`src/hdl/i2c_eeprom_byte_access_master_defines.svh`:
```
// ----------------------------------------------------------------------------
// I2C EEPROM byte access master: assertion macros
// Shared property forms used by the checks at the end of the top level.
// ----------------------------------------------------------------------------
`ifndef I2C_EEPROM_BYTE_ACCESS_MASTER_DEFINES_SVH
`define I2C_EEPROM_BYTE_ACCESS_MASTER_DEFINES_SVH

// Same-cycle implication, disabled while reset is asserted.
`define I2CEE_ASSERT_IMPLY(label, clk, rst_n, ante, cons) \
	label: assert property (@(posedge clk) disable iff (!(rst_n)) (ante) |-> (cons)) \
		else $error("i2cee: same-cycle check failed");

// Next-cycle implication, disabled while reset is asserted.
`define I2CEE_ASSERT_NEXT(label, clk, rst_n, ante, cons) \
	label: assert property (@(posedge clk) disable iff (!(rst_n)) (ante) |=> (cons)) \
		else $error("i2cee: next-cycle check failed");

`endif

```
`src/hdl/i2cee_pkg.sv`:
```
// ----------------------------------------------------------------------------
// I2C EEPROM byte access master: package
// Item types, register indexes, commands and bus phase codes.
// ----------------------------------------------------------------------------
`default_nettype none

package i2cee_pkg;

	localparam int RECOVERY_COUNT_WIDTH = 24;
	localparam int CFG_DATA_W = 24;
	localparam int CFG_INDEX_W = 3;

	localparam logic [CFG_INDEX_W-1:0] CFG_DEVICE_SELECT = 3'd0;
	localparam logic [CFG_INDEX_W-1:0] CFG_HALF_PERIOD = 3'd1;
	localparam logic [CFG_INDEX_W-1:0] CFG_ACK_WAIT = 3'd2;
	localparam logic [CFG_INDEX_W-1:0] CFG_WRITE_RECOVERY = 3'd3;
	localparam logic [CFG_INDEX_W-1:0] CFG_READ_RECOVERY = 3'd4;

	localparam logic [6:0] DEVICE_SELECT_RESET = 7'd80;
	localparam logic [7:0] HALF_PERIOD_RESET = 8'd1;
	localparam logic [7:0] ACK_WAIT_RESET = 8'd255;
	localparam logic [RECOVERY_COUNT_WIDTH-1:0] WRITE_RECOVERY_RESET =
		RECOVERY_COUNT_WIDTH'(1000000);
	localparam logic [RECOVERY_COUNT_WIDTH-1:0] READ_RECOVERY_RESET =
		RECOVERY_COUNT_WIDTH'(10000);

	localparam logic [1:0] CMD_READ = 2'd1;
	localparam logic [1:0] CMD_WRITE = 2'd2;

	typedef enum logic [16:0] {
		PH_IDLE = 17'h00001,
		PH_ST0  = 17'h00002,
		PH_ST1  = 17'h00004,
		PH_ST2  = 17'h00008,
		PH_ST3  = 17'h00010,
		PH_WLO  = 17'h00020,
		PH_WHI  = 17'h00040,
		PH_WREL = 17'h00080,
		PH_ACK  = 17'h00100,
		PH_RLO  = 17'h00200,
		PH_RHI  = 17'h00400,
		PH_NLO  = 17'h00800,
		PH_NHI  = 17'h01000,
		PH_P0   = 17'h02000,
		PH_P1   = 17'h04000,
		PH_P2   = 17'h08000,
		PH_REC  = 17'h10000
	} phase_t;

	typedef struct packed {
		logic [1:0] command;
		logic [7:0] word_address;
		logic [7:0] write_data;
		logic       sda_in;
	} in_item_t;

	typedef struct packed {
		logic       scl_out;
		logic       sda_release;
		logic       busy_res;
		logic       done_res;
		logic [7:0] read_byte;
		logic       ack_missing;
	} out_item_t;

	typedef struct packed {
		logic [6:0]                      device_select;
		logic [7:0]                      half_period_ticks;
		logic [7:0]                      ack_wait_limit;
		logic [RECOVERY_COUNT_WIDTH-1:0] write_recovery_ticks;
		logic [RECOVERY_COUNT_WIDTH-1:0] read_recovery_ticks;
	} cfg_t;

endpackage

`default_nettype wire

```
`src/hdl/i2cee_cfg.sv`:
```
// ----------------------------------------------------------------------------
// I2C EEPROM byte access master: configuration registers
// Holds the bus address, timing and recovery settings written over the
// configuration channel.
// ----------------------------------------------------------------------------
`default_nettype none

module i2cee_cfg (
	input  wire logic                                clk,
	input  wire logic                                arst_n,
	input  wire logic                                wr_en,
	input  wire logic [i2cee_pkg::CFG_INDEX_W-1:0]   wr_index,
	input  wire logic [i2cee_pkg::CFG_DATA_W-1:0]    wr_data,
	output i2cee_pkg::cfg_t                          cfg
);

	i2cee_pkg::cfg_t cfg_q;

	always_ff @(posedge clk or negedge arst_n) begin
		if (!arst_n) begin
			cfg_q.device_select <= i2cee_pkg::DEVICE_SELECT_RESET;
			cfg_q.half_period_ticks <= i2cee_pkg::HALF_PERIOD_RESET;
			cfg_q.ack_wait_limit <= i2cee_pkg::ACK_WAIT_RESET;
			cfg_q.write_recovery_ticks <= i2cee_pkg::WRITE_RECOVERY_RESET;
			cfg_q.read_recovery_ticks <= i2cee_pkg::READ_RECOVERY_RESET;
		end else if (wr_en) begin
			case (wr_index)
				i2cee_pkg::CFG_DEVICE_SELECT: begin
					cfg_q.device_select <= wr_data[6:0];
				end
				i2cee_pkg::CFG_HALF_PERIOD: begin
					cfg_q.half_period_ticks <= wr_data[7:0];
				end
				i2cee_pkg::CFG_ACK_WAIT: begin
					cfg_q.ack_wait_limit <= wr_data[7:0];
				end
				i2cee_pkg::CFG_WRITE_RECOVERY: begin
					cfg_q.write_recovery_ticks <=
						i2cee_pkg::RECOVERY_COUNT_WIDTH'(wr_data);
				end
				i2cee_pkg::CFG_READ_RECOVERY: begin
					cfg_q.read_recovery_ticks <=
						i2cee_pkg::RECOVERY_COUNT_WIDTH'(wr_data);
				end
				default: begin
				end
			endcase
		end
	end

	assign cfg = cfg_q;

endmodule

`default_nettype wire

```
`src/hdl/i2cee_seq.sv`:
```
// ----------------------------------------------------------------------------
// I2C EEPROM byte access master: bus sequencer
// Steps the bus phase state once per accepted tick and forms that tick's
// line levels and status.
// ----------------------------------------------------------------------------
`default_nettype none

module i2cee_seq (
	input  wire logic                 clk,
	input  wire logic                 arst_n,
	input  wire logic                 step,
	input  wire i2cee_pkg::in_item_t  item,
	input  wire i2cee_pkg::cfg_t      cfg,
	output i2cee_pkg::out_item_t      result
);

	localparam int RW = i2cee_pkg::RECOVERY_COUNT_WIDTH;

	i2cee_pkg::phase_t phase_q, phase_d;
	logic [3:0]    bit_count_q, bit_count_d, bit_inc;
	logic [1:0]    byte_step_q, byte_step_d;
	logic [RW-1:0] tick_q, tick_d, rec_limit;
	logic [RW:0]   tick_sum;
	logic [7:0]    shift_q, shift_d, shifted;
	logic [7:0]    address_q, address_d;
	logic [7:0]    data_q, data_d;
	logic          is_read_q, is_read_d;
	logic [7:0]    last_read_q, last_read_d;
	logic          ack_fail_q, ack_fail_d;
	logic [7:0]    hold;
	logic          scl, rel, done;

	function automatic logic [7:0] load_value(input logic [1:0] bstep, input logic rd,
			input logic [6:0] dev, input logic [7:0] addr, input logic [7:0] wdata);
		logic [7:0] val;
		if (bstep == 2'd0) begin
			val = {dev, 1'b0};
		end else if (bstep == 2'd1) begin
			val = addr;
		end else if (rd) begin
			val = {dev, 1'b1};
		end else begin
			val = wdata;
		end
		return val;
	endfunction

	assign tick_sum = {1'b0, tick_q} + {{RW{1'b0}}, 1'b1};
	assign bit_inc = bit_count_q + 4'd1;
	assign hold = (cfg.half_period_ticks == 8'd0) ? 8'd1 : cfg.half_period_ticks;
	assign rec_limit = is_read_q ? cfg.read_recovery_ticks : cfg.write_recovery_ticks;

	always_comb begin
		phase_d = phase_q;
		bit_count_d = bit_count_q;
		byte_step_d = byte_step_q;
		tick_d = tick_q;
		shift_d = shift_q;
		address_d = address_q;
		data_d = data_q;
		is_read_d = is_read_q;
		last_read_d = last_read_q;
		ack_fail_d = ack_fail_q;
		done = 1'b0;
		scl = 1'b1;
		rel = 1'b1;
		shifted = {shift_q[6:0], 1'b0};

		case (phase_q)
			i2cee_pkg::PH_ST0, i2cee_pkg::PH_WREL, i2cee_pkg::PH_RLO,
			i2cee_pkg::PH_NLO: begin
				scl = 1'b0;
			end
			i2cee_pkg::PH_ST2, i2cee_pkg::PH_P1: begin
				rel = 1'b0;
			end
			i2cee_pkg::PH_ST3, i2cee_pkg::PH_P0: begin
				scl = 1'b0;
				rel = 1'b0;
			end
			i2cee_pkg::PH_WLO: begin
				scl = 1'b0;
				rel = shift_q[7];
			end
			i2cee_pkg::PH_WHI: begin
				rel = shift_q[7];
			end
			default: begin
			end
		endcase

		case (phase_q)
			i2cee_pkg::PH_IDLE: begin
				if (item.command == i2cee_pkg::CMD_READ ||
						item.command == i2cee_pkg::CMD_WRITE) begin
					address_d = item.word_address;
					data_d = item.write_data;
					is_read_d = (item.command == i2cee_pkg::CMD_READ);
					ack_fail_d = 1'b0;
					byte_step_d = 2'd0;
					bit_count_d = 4'd0;
					tick_d = '0;
					phase_d = i2cee_pkg::PH_ST1;
				end
			end
			i2cee_pkg::PH_ACK: begin
				if (!item.sda_in || tick_q >= {{(RW-8){1'b0}}, cfg.ack_wait_limit}) begin
					if (item.sda_in) begin
						ack_fail_d = 1'b1;
					end
					tick_d = '0;
					if (byte_step_q == 2'd0) begin
						byte_step_d = 2'd1;
						shift_d = load_value(2'd1, is_read_q, cfg.device_select,
							address_q, data_q);
						bit_count_d = 4'd0;
						phase_d = i2cee_pkg::PH_WLO;
					end else if (byte_step_q == 2'd1) begin
						byte_step_d = 2'd2;
						if (is_read_q) begin
							phase_d = i2cee_pkg::PH_ST0;
						end else begin
							shift_d = load_value(2'd2, is_read_q, cfg.device_select,
								address_q, data_q);
							bit_count_d = 4'd0;
							phase_d = i2cee_pkg::PH_WLO;
						end
					end else if (is_read_q) begin
						shift_d = 8'd0;
						bit_count_d = 4'd0;
						phase_d = i2cee_pkg::PH_RLO;
					end else begin
						phase_d = i2cee_pkg::PH_P0;
					end
				end else begin
					tick_d = tick_sum[RW-1:0];
				end
			end
			i2cee_pkg::PH_REC: begin
				if (tick_sum >= {1'b0, rec_limit}) begin
					tick_d = '0;
					done = 1'b1;
					phase_d = i2cee_pkg::PH_IDLE;
				end else begin
					tick_d = tick_sum[RW-1:0];
				end
			end
			default: begin
				if (tick_sum >= {{(RW-7){1'b0}}, hold}) begin
					tick_d = '0;
					case (phase_q)
						i2cee_pkg::PH_ST0: phase_d = i2cee_pkg::PH_ST1;
						i2cee_pkg::PH_ST1: phase_d = i2cee_pkg::PH_ST2;
						i2cee_pkg::PH_ST2: phase_d = i2cee_pkg::PH_ST3;
						i2cee_pkg::PH_ST3: begin
							shift_d = load_value(byte_step_q, is_read_q, cfg.device_select,
								address_q, data_q);
							bit_count_d = 4'd0;
							phase_d = i2cee_pkg::PH_WLO;
						end
						i2cee_pkg::PH_WLO: phase_d = i2cee_pkg::PH_WHI;
						i2cee_pkg::PH_WHI: begin
							shift_d = shifted;
							bit_count_d = bit_inc;
							phase_d = bit_inc[3] ? i2cee_pkg::PH_WREL : i2cee_pkg::PH_WLO;
						end
						i2cee_pkg::PH_WREL: phase_d = i2cee_pkg::PH_ACK;
						i2cee_pkg::PH_RLO: phase_d = i2cee_pkg::PH_RHI;
						i2cee_pkg::PH_RHI: begin
							shift_d = {shift_q[6:0], item.sda_in};
							bit_count_d = bit_inc;
							if (bit_inc[3]) begin
								last_read_d = {shift_q[6:0], item.sda_in};
								phase_d = i2cee_pkg::PH_NLO;
							end else begin
								phase_d = i2cee_pkg::PH_RLO;
							end
						end
						i2cee_pkg::PH_NLO: phase_d = i2cee_pkg::PH_NHI;
						i2cee_pkg::PH_NHI: phase_d = i2cee_pkg::PH_P0;
						i2cee_pkg::PH_P0: phase_d = i2cee_pkg::PH_P1;
						i2cee_pkg::PH_P1: phase_d = i2cee_pkg::PH_P2;
						i2cee_pkg::PH_P2: phase_d = i2cee_pkg::PH_REC;
						default: phase_d = i2cee_pkg::PH_IDLE;
					endcase
				end else begin
					tick_d = tick_sum[RW-1:0];
				end
			end
		endcase
	end

	always_ff @(posedge clk or negedge arst_n) begin
		if (!arst_n) begin
			phase_q <= i2cee_pkg::PH_IDLE;
			bit_count_q <= 4'd0;
			byte_step_q <= 2'd0;
			tick_q <= '0;
			shift_q <= 8'd0;
			address_q <= 8'd0;
			data_q <= 8'd0;
			is_read_q <= 1'b0;
			last_read_q <= 8'd0;
			ack_fail_q <= 1'b0;
		end else if (step) begin
			phase_q <= phase_d;
			bit_count_q <= bit_count_d;
			byte_step_q <= byte_step_d;
			tick_q <= tick_d;
			shift_q <= shift_d;
			address_q <= address_d;
			data_q <= data_d;
			is_read_q <= is_read_d;
			last_read_q <= last_read_d;
			ack_fail_q <= ack_fail_d;
		end
	end

	assign result.scl_out = scl;
	assign result.sda_release = rel;
	assign result.busy_res = (phase_d != i2cee_pkg::PH_IDLE);
	assign result.done_res = done;
	assign result.read_byte = last_read_d;
	assign result.ack_missing = ack_fail_d;

endmodule

`default_nettype wire

```
`src/hdl/i2c_eeprom_byte_access_master.sv`:
```
// ----------------------------------------------------------------------------
// I2C EEPROM byte access master: top level
// Single-byte write and random single-byte read of a serial EEPROM over
// SCL and open-drain SDA, one bus timing tick per item.
// ----------------------------------------------------------------------------
// Each accepted item is one bus tick: it carries the sampled SDA level and,
// while the block is idle, an optional read or write command. The block takes
// one item every clock cycle unless a held result is stalled; the sequencer
// updates its phase state in that same cycle and the tick's result, the line
// levels driven during the tick and the status after it, lands in the result
// register and is presented in the next cycle. The next item is taken in the
// cycle a result is presented, as long as that result is consumed, so items
// flow at one per cycle. Bus timing is counted in items, not clock cycles.
`default_nettype none

`include "i2c_eeprom_byte_access_master_defines.svh"

module i2c_eeprom_byte_access_master (
	input  wire logic                                clk,
	input  wire logic                                arst_n,
	input  wire logic                                cmd_valid,
	output logic                                     cmd_stall,
	input  wire i2cee_pkg::in_item_t                 cmd_item,
	output logic                                     res_valid,
	input  wire logic                                res_stall,
	output i2cee_pkg::out_item_t                     res_item,
	input  wire logic                                cfg_valid,
	output logic                                     cfg_ready,
	input  wire logic [i2cee_pkg::CFG_INDEX_W-1:0]   cfg_index,
	input  wire logic [i2cee_pkg::CFG_DATA_W-1:0]    cfg_data
);

	i2cee_pkg::cfg_t      cfg;
	i2cee_pkg::out_item_t result;
	i2cee_pkg::out_item_t res_q;
	logic                 res_valid_q;
	logic                 accept;

	assign cfg_ready = 1'b1;
	assign cmd_stall = res_valid_q & res_stall;
	assign accept = cmd_valid & ~cmd_stall;

	i2cee_cfg u_cfg (
		.clk      (clk),
		.arst_n   (arst_n),
		.wr_en    (cfg_valid & cfg_ready),
		.wr_index (cfg_index),
		.wr_data  (cfg_data),
		.cfg      (cfg)
	);

	i2cee_seq u_seq (
		.clk    (clk),
		.arst_n (arst_n),
		.step   (accept),
		.item   (cmd_item),
		.cfg    (cfg),
		.result (result)
	);

	always_ff @(posedge clk or negedge arst_n) begin
		if (!arst_n) begin
			res_valid_q <= 1'b0;
		end else if (accept) begin
			res_valid_q <= 1'b1;
		end else if (!res_stall) begin
			res_valid_q <= 1'b0;
		end
	end

	always_ff @(posedge clk) begin
		if (accept) begin
			res_q <= result;
		end
	end

	assign res_valid = res_valid_q;
	assign res_item = res_q;

	`I2CEE_ASSERT_NEXT(a_accept_gives_result, clk, arst_n, accept, res_valid)
	`I2CEE_ASSERT_IMPLY(a_stall_only_when_full, clk, arst_n, cmd_stall, res_valid)
	`I2CEE_ASSERT_IMPLY(a_done_not_busy, clk, arst_n, res_valid && res_item.done_res, !res_item.busy_res)
	`I2CEE_ASSERT_IMPLY(a_idle_lines_released, clk, arst_n, res_valid && !res_item.busy_res, res_item.scl_out && res_item.sda_release)

endmodule

`default_nettype wire
```
`config.mk`:
```
export PLATFORM = sky130hd
export DESIGN_NAME = i2c_eeprom_byte_access_master
export DESIGN_NICKNAME = d
export VERILOG_FILES = /design/src/hdl/i2cee_pkg.sv /design/src/hdl/i2cee_cfg.sv /design/src/hdl/i2cee_seq.sv /design/src/hdl/i2c_eeprom_byte_access_master.sv
export VERILOG_INCLUDE_DIRS = /design/src /design/src/hdl
export SDC_FILE = /design/constraint.sdc
export NUM_CORES = 1
export LEC_CHECK = 0
export BUFFER_PORTS_ARGS = -buffer_cell sky130_fd_sc_hd__buf_2
export CORE_MARGIN = 10
export CORE_UTILIZATION = 40
export CTS_BUF_LIST = sky130_fd_sc_hd__clkbuf_16
export CTS_CLUSTER_SIZE = 8
export DETAILED_ROUTE_END_ITERATION = 6
export SETUP_SLACK_MARGIN = 0.15
export SLEW_MARGIN = 20
export SYNTH_ARGS = -nofsm -noshare
export SYNTH_HDL_FRONTEND = slang
export SYNTH_HIERARCHICAL = 1
export SYNTH_SLANG_ARGS = --single-unit
```
`constraint.sdc`:
```
create_clock -name clk -period 7.75 [get_ports clk]
set_clock_uncertainty 0.1 [all_clocks]
set_input_delay 0.3875 -clock clk [delete_from_list [all_inputs] [get_ports clk]]
set_output_delay 0.3875 -clock clk [all_outputs]
set_load 0.03 [all_outputs]
```
==> metrics.cfg <==
[clocking]
numCtsBuffers = 17
cts_max_path_buffers = 2
cts.clk_slew.worst_paths_ns = 0.07
htree_levels = 4
clkSinkCount = 166
clock_latency_ns = 0.43
cts_root_buf = clkbuf_16
cts_tree = built

[placed_design]
port_buffers = 65
hpwlAfterDp_um = 16720
dp_slack_ns = 2.976
gp_congestion = 0.9431
placed_area_um2 = 10490
dp.cells = 1292

[global_route]
grt_pass1_wl_um = 39030
grt_overflow = 0
antenna_found_initial = 0
gr-usage-all-layers_pct = 15.12
grt_max_degree = 96
grt_pass1_vias = 7285

[setup_path]
reg2reg_from = u_seq/tick_q[0]
worstRegToRegCells = 15
cp_max_fo = 12
required_ns = 8.02
critPathArrivalTime_ns = 5.11
worstSetupStartpointType = register
r2r_end = u_seq/tick_q[0]
reg2reg_slack_ns = 2.90
endpoint_kind = register
worst-setup-path-type = register to register
worstSetupStartpoint = u_seq/tick_q[0]

[sta]
relSlewSlack_pct = 35.05
period_share_pct = 62.55
tightest_slew_ns = 0.9733
rsz0062_at_grt = false
setup_violations = 0
slew_viol_final = 0
setup_ws_ns = 2.902
min_period_ns = 4.848
setup-tns-final_ns = 0
hold_viol = 0
max_freq_mhz = 206.3

[floorplan]
core_area_um2 = 24390
die_area_um2 = 31600
die_x_um = 177.8
die_h_um = 177.8
start_util_pct = 40.81
ios = 67
num_rows = 57

[detailed_routing]
antenna_left = 0
routed_wl_um = 23600
routed-via-count = 7416
drc = 0
wire_per_inst_um = 17.81
firstDrtPassIters = 5
avgViaCountPerCell = 5.597
drtIter0Drc = 479

[final_layout]
drive_gt1_share_pct = 26.67
areaGrowthSynthToFinish_pct = 11.24
antennaDiodeCount = 0
fillers = 2380
final_nets = 1081
design_area_um2 = 11070
finalNonFillerCells = 1325

[min_path]
min_from = cmd_valid
min_to = res_valid
hold_depth = 2
hp-class = primary input to register

[power]
p_clk_share_pct = 29.4
internal_power_mw = 1.892
powerDensity_nw_per_um2 = 256.4
p_leak_nw = 4.924
switching_share_pct = 33.36
p_switching_mw = 0.9472
max-vdd-ir-drop_mv = 0.1259
p_seq_share_pct = 42.7
combinationalPowerShare_pct = 28.0

[synth]
synthArstFlopShare_pct = 92.17
synth.distinct_cells = 76
synthCells = 956
seq_area_frac_synth_pct = 42.68
ys_seq_elements = 166
synth_nets = 1049
synth-main-ff-cell = dfrtp_1
syn_area_um2 = 9955
ys.warnings.count = 6
synth-edff-count = 13
syn_area_per_cell_um2 = 10.41

[run_status]
outcome = complete, no violations

[run]
cap_violations = 0

[layer usage]
metal  vias to the layer above  track usage [%]  part of all wire, %
li1                       3572                -                    -
met1                      3655            21.43                   49
met2                       175            23.30                   45
met3                        14            2.762                  5.2
met4                         0            3.647                 0.70
met5                         -                0                    0
[critical path, cell delays in order (launching register included)]
cell and delay (ns):
dfrtp_1 0.44, ha_1 0.24, nand3_1 0.36, nor4_4 0.59, nand3_1 0.24, xnor2_1 0.19, ha_1 0.32, a21o_1 0.16
a211oi_1 0.25, o21bai_1 0.10, a21oi_1 0.15, o211ai_1 0.12, o31ai_1 0.36, o21ai_1 0.16, nor2_1 0.71, mux2_2 0.30
[power groups by stage]
stage                     registers [mW]  logic (mW)  clock network [mW]
after floorplan                     1.17       0.620                   0
after global placement              1.22       0.780                   0
after detailed placement            1.23       0.788                   0
after CTS                           1.21       0.793               0.858
after global routing                1.24       0.894               0.894
final                               1.21       0.794               0.834
[registers in the layout, summed over array words and instances (netlist names)]
name	count
res_item	13
res_valid	1
u_cfg/cfg	71
u_seq/ack_fail_q	1
u_seq/address_q	8
u_seq/bit_count_q	4
u_seq/byte_step_q	2
u_seq/data_q	8
u_seq/is_read_q	1
u_seq/last_read_q	8
u_seq/phase_q	17
u_seq/shift_q	8
u_seq/tick_q	24
[cells by family (layout without fill, tap and decap cells)]
family                   after synthesis  count (layout)  share of synthesized area [%]
flip-flops                           166             166                          42.68
XOR/XNOR                              29              29                          2.551
AND/OR/NAND/NOR                      293             293                          15.55
multiplexers                         163             163                          18.54
AO/OA/AOI/OAI                        169             169                          11.24
other                                  1               1                        0.03767
buffers and inverters                 93             138                          4.123
adder cells (fa/ha/maj)               42              42                          5.279
[synthesized netlist by cell type (all sizes together) (4+ instances only)]
cell type,n,share of area [%]
dfrtp,129,32
mux2,123,15
nand2,93,3.5
o21ai,65,3.3
nor2,52,2.1
ha,42,5.3
mux2i,40,4.0
clkbuf,34,1.3
nand3,32,1.6
inv,31,1.2
buf,28,1.7
dfstp,24,6.3
nand4,22,1.4
nor4,20,1.6
a21oi,18,0.91
xnor2,17,1.5
nor3,15,0.87
o31ai,14,1.1
a22o,13,1.1
and3,13,0.82
edfxtp,13,3.9
xor2,12,1.1
a21o,9,0.68
nor2b,8,0.50
nand2b,6,0.38
o21a,6,0.45
a31oi,5,0.31
and2,5,0.31
or3,5,0.31
a32oi,4,0.35
and4,4,0.35
nor4bb,4,0.40
o2111ai,4,0.41
o22ai,4,0.25
[through the flow]
step / util (%) / hold slack, ns / total power, mW
floorplan: - / -0.008091 / 1.786
global placement: 43.01 / 0.3847 / 2.001
detailed placement: 43.01 / 0.3909 / 2.014
CTS: 45.40 / 0.04637 / 2.862
global route: 45.40 / 0.05767 / 3.024
finish: 45.40 / 0.06397 / 2.839
[what timing repair did]
item	4_1_cts	5_1_grt
hold buffers	1	0
buffers inserted	0	0
hold endpoints to repair	4	0
resized for setup	0	0
[area by class of cell]
cell class / instances / area [um^2] / area share (%)
Multi-Input combinational cell: 697 / 5320 / 48.05
Clock inverter: 14 / 121.4 / 1.096
Timing Repair Buffer: 75 / 409.1 / 3.695
Clock buffer: 18 / 450.4 / 4.068
Sequential cell: 166 / 4250 / 38.38
Inverter: 31 / 116.4 / 1.051
Tap cell: 324 / 405.4 / 3.661
[placed cells by master (no fill, tap or decap), types with 5 or more instances in the layout]
| master | Yosys | final |
|---|---|---|
| xnor2_1 | 17 | 17 |
| a21o_1 | 9 | 9 |
| edfxtp_1 | 13 | 13 |
| mux2_4 | 16 | 16 |
| dfstp_2 | 24 | 24 |
| xor2_1 | 12 | 12 |
| and3_1 | 13 | 13 |
| nor2b_1 | 8 | 8 |
| buf_2 | 10 | 64 |
| o31ai_1 | 14 | 14 |
| a21oi_1 | 18 | 18 |
| nor2_1 | 51 | 50 |
| a22o_1 | 13 | 13 |
| or3_1 | 5 | 5 |
| o21ai_0 | 61 | 61 |
| inv_1 | 31 | 31 |
| dfrtp_1 | 129 | 128 |
| nor3_1 | 14 | 14 |
| nand2_1 | 93 | 93 |
| nor4_1 | 18 | 18 |
| ha_1 | 42 | 42 |
| buf_4 | 7 | 9 |
| a31oi_1 | 5 | 5 |
| clkbuf_16 | 0 | 18 |
| mux2i_1 | 40 | 40 |
| nand2b_1 | 6 | 6 |
| o21a_1 | 6 | 6 |
| nand4_1 | 21 | 21 |
| nand3_1 | 32 | 32 |
| mux2_2 | 107 | 107 |
[worst max-delay path by stage]
| stage | slack (ns) | end |
|---|---|---|
| 5_1_grt | 2.52 | u_seq/tick_q[22] |
| 2_1_floorplan | 3.81 | u_seq/tick_q[12] |
| 3_5_place_dp | 2.98 | u_seq/tick_q[0] |
| 3_3_place_gp | 3.07 | u_seq/tick_q[0] |
| 4_1_cts | 2.95 | u_seq/tick_q[0] |
| 6_report | 2.90 | u_seq/tick_q[0] |
(Power assumes the default switching activity.)
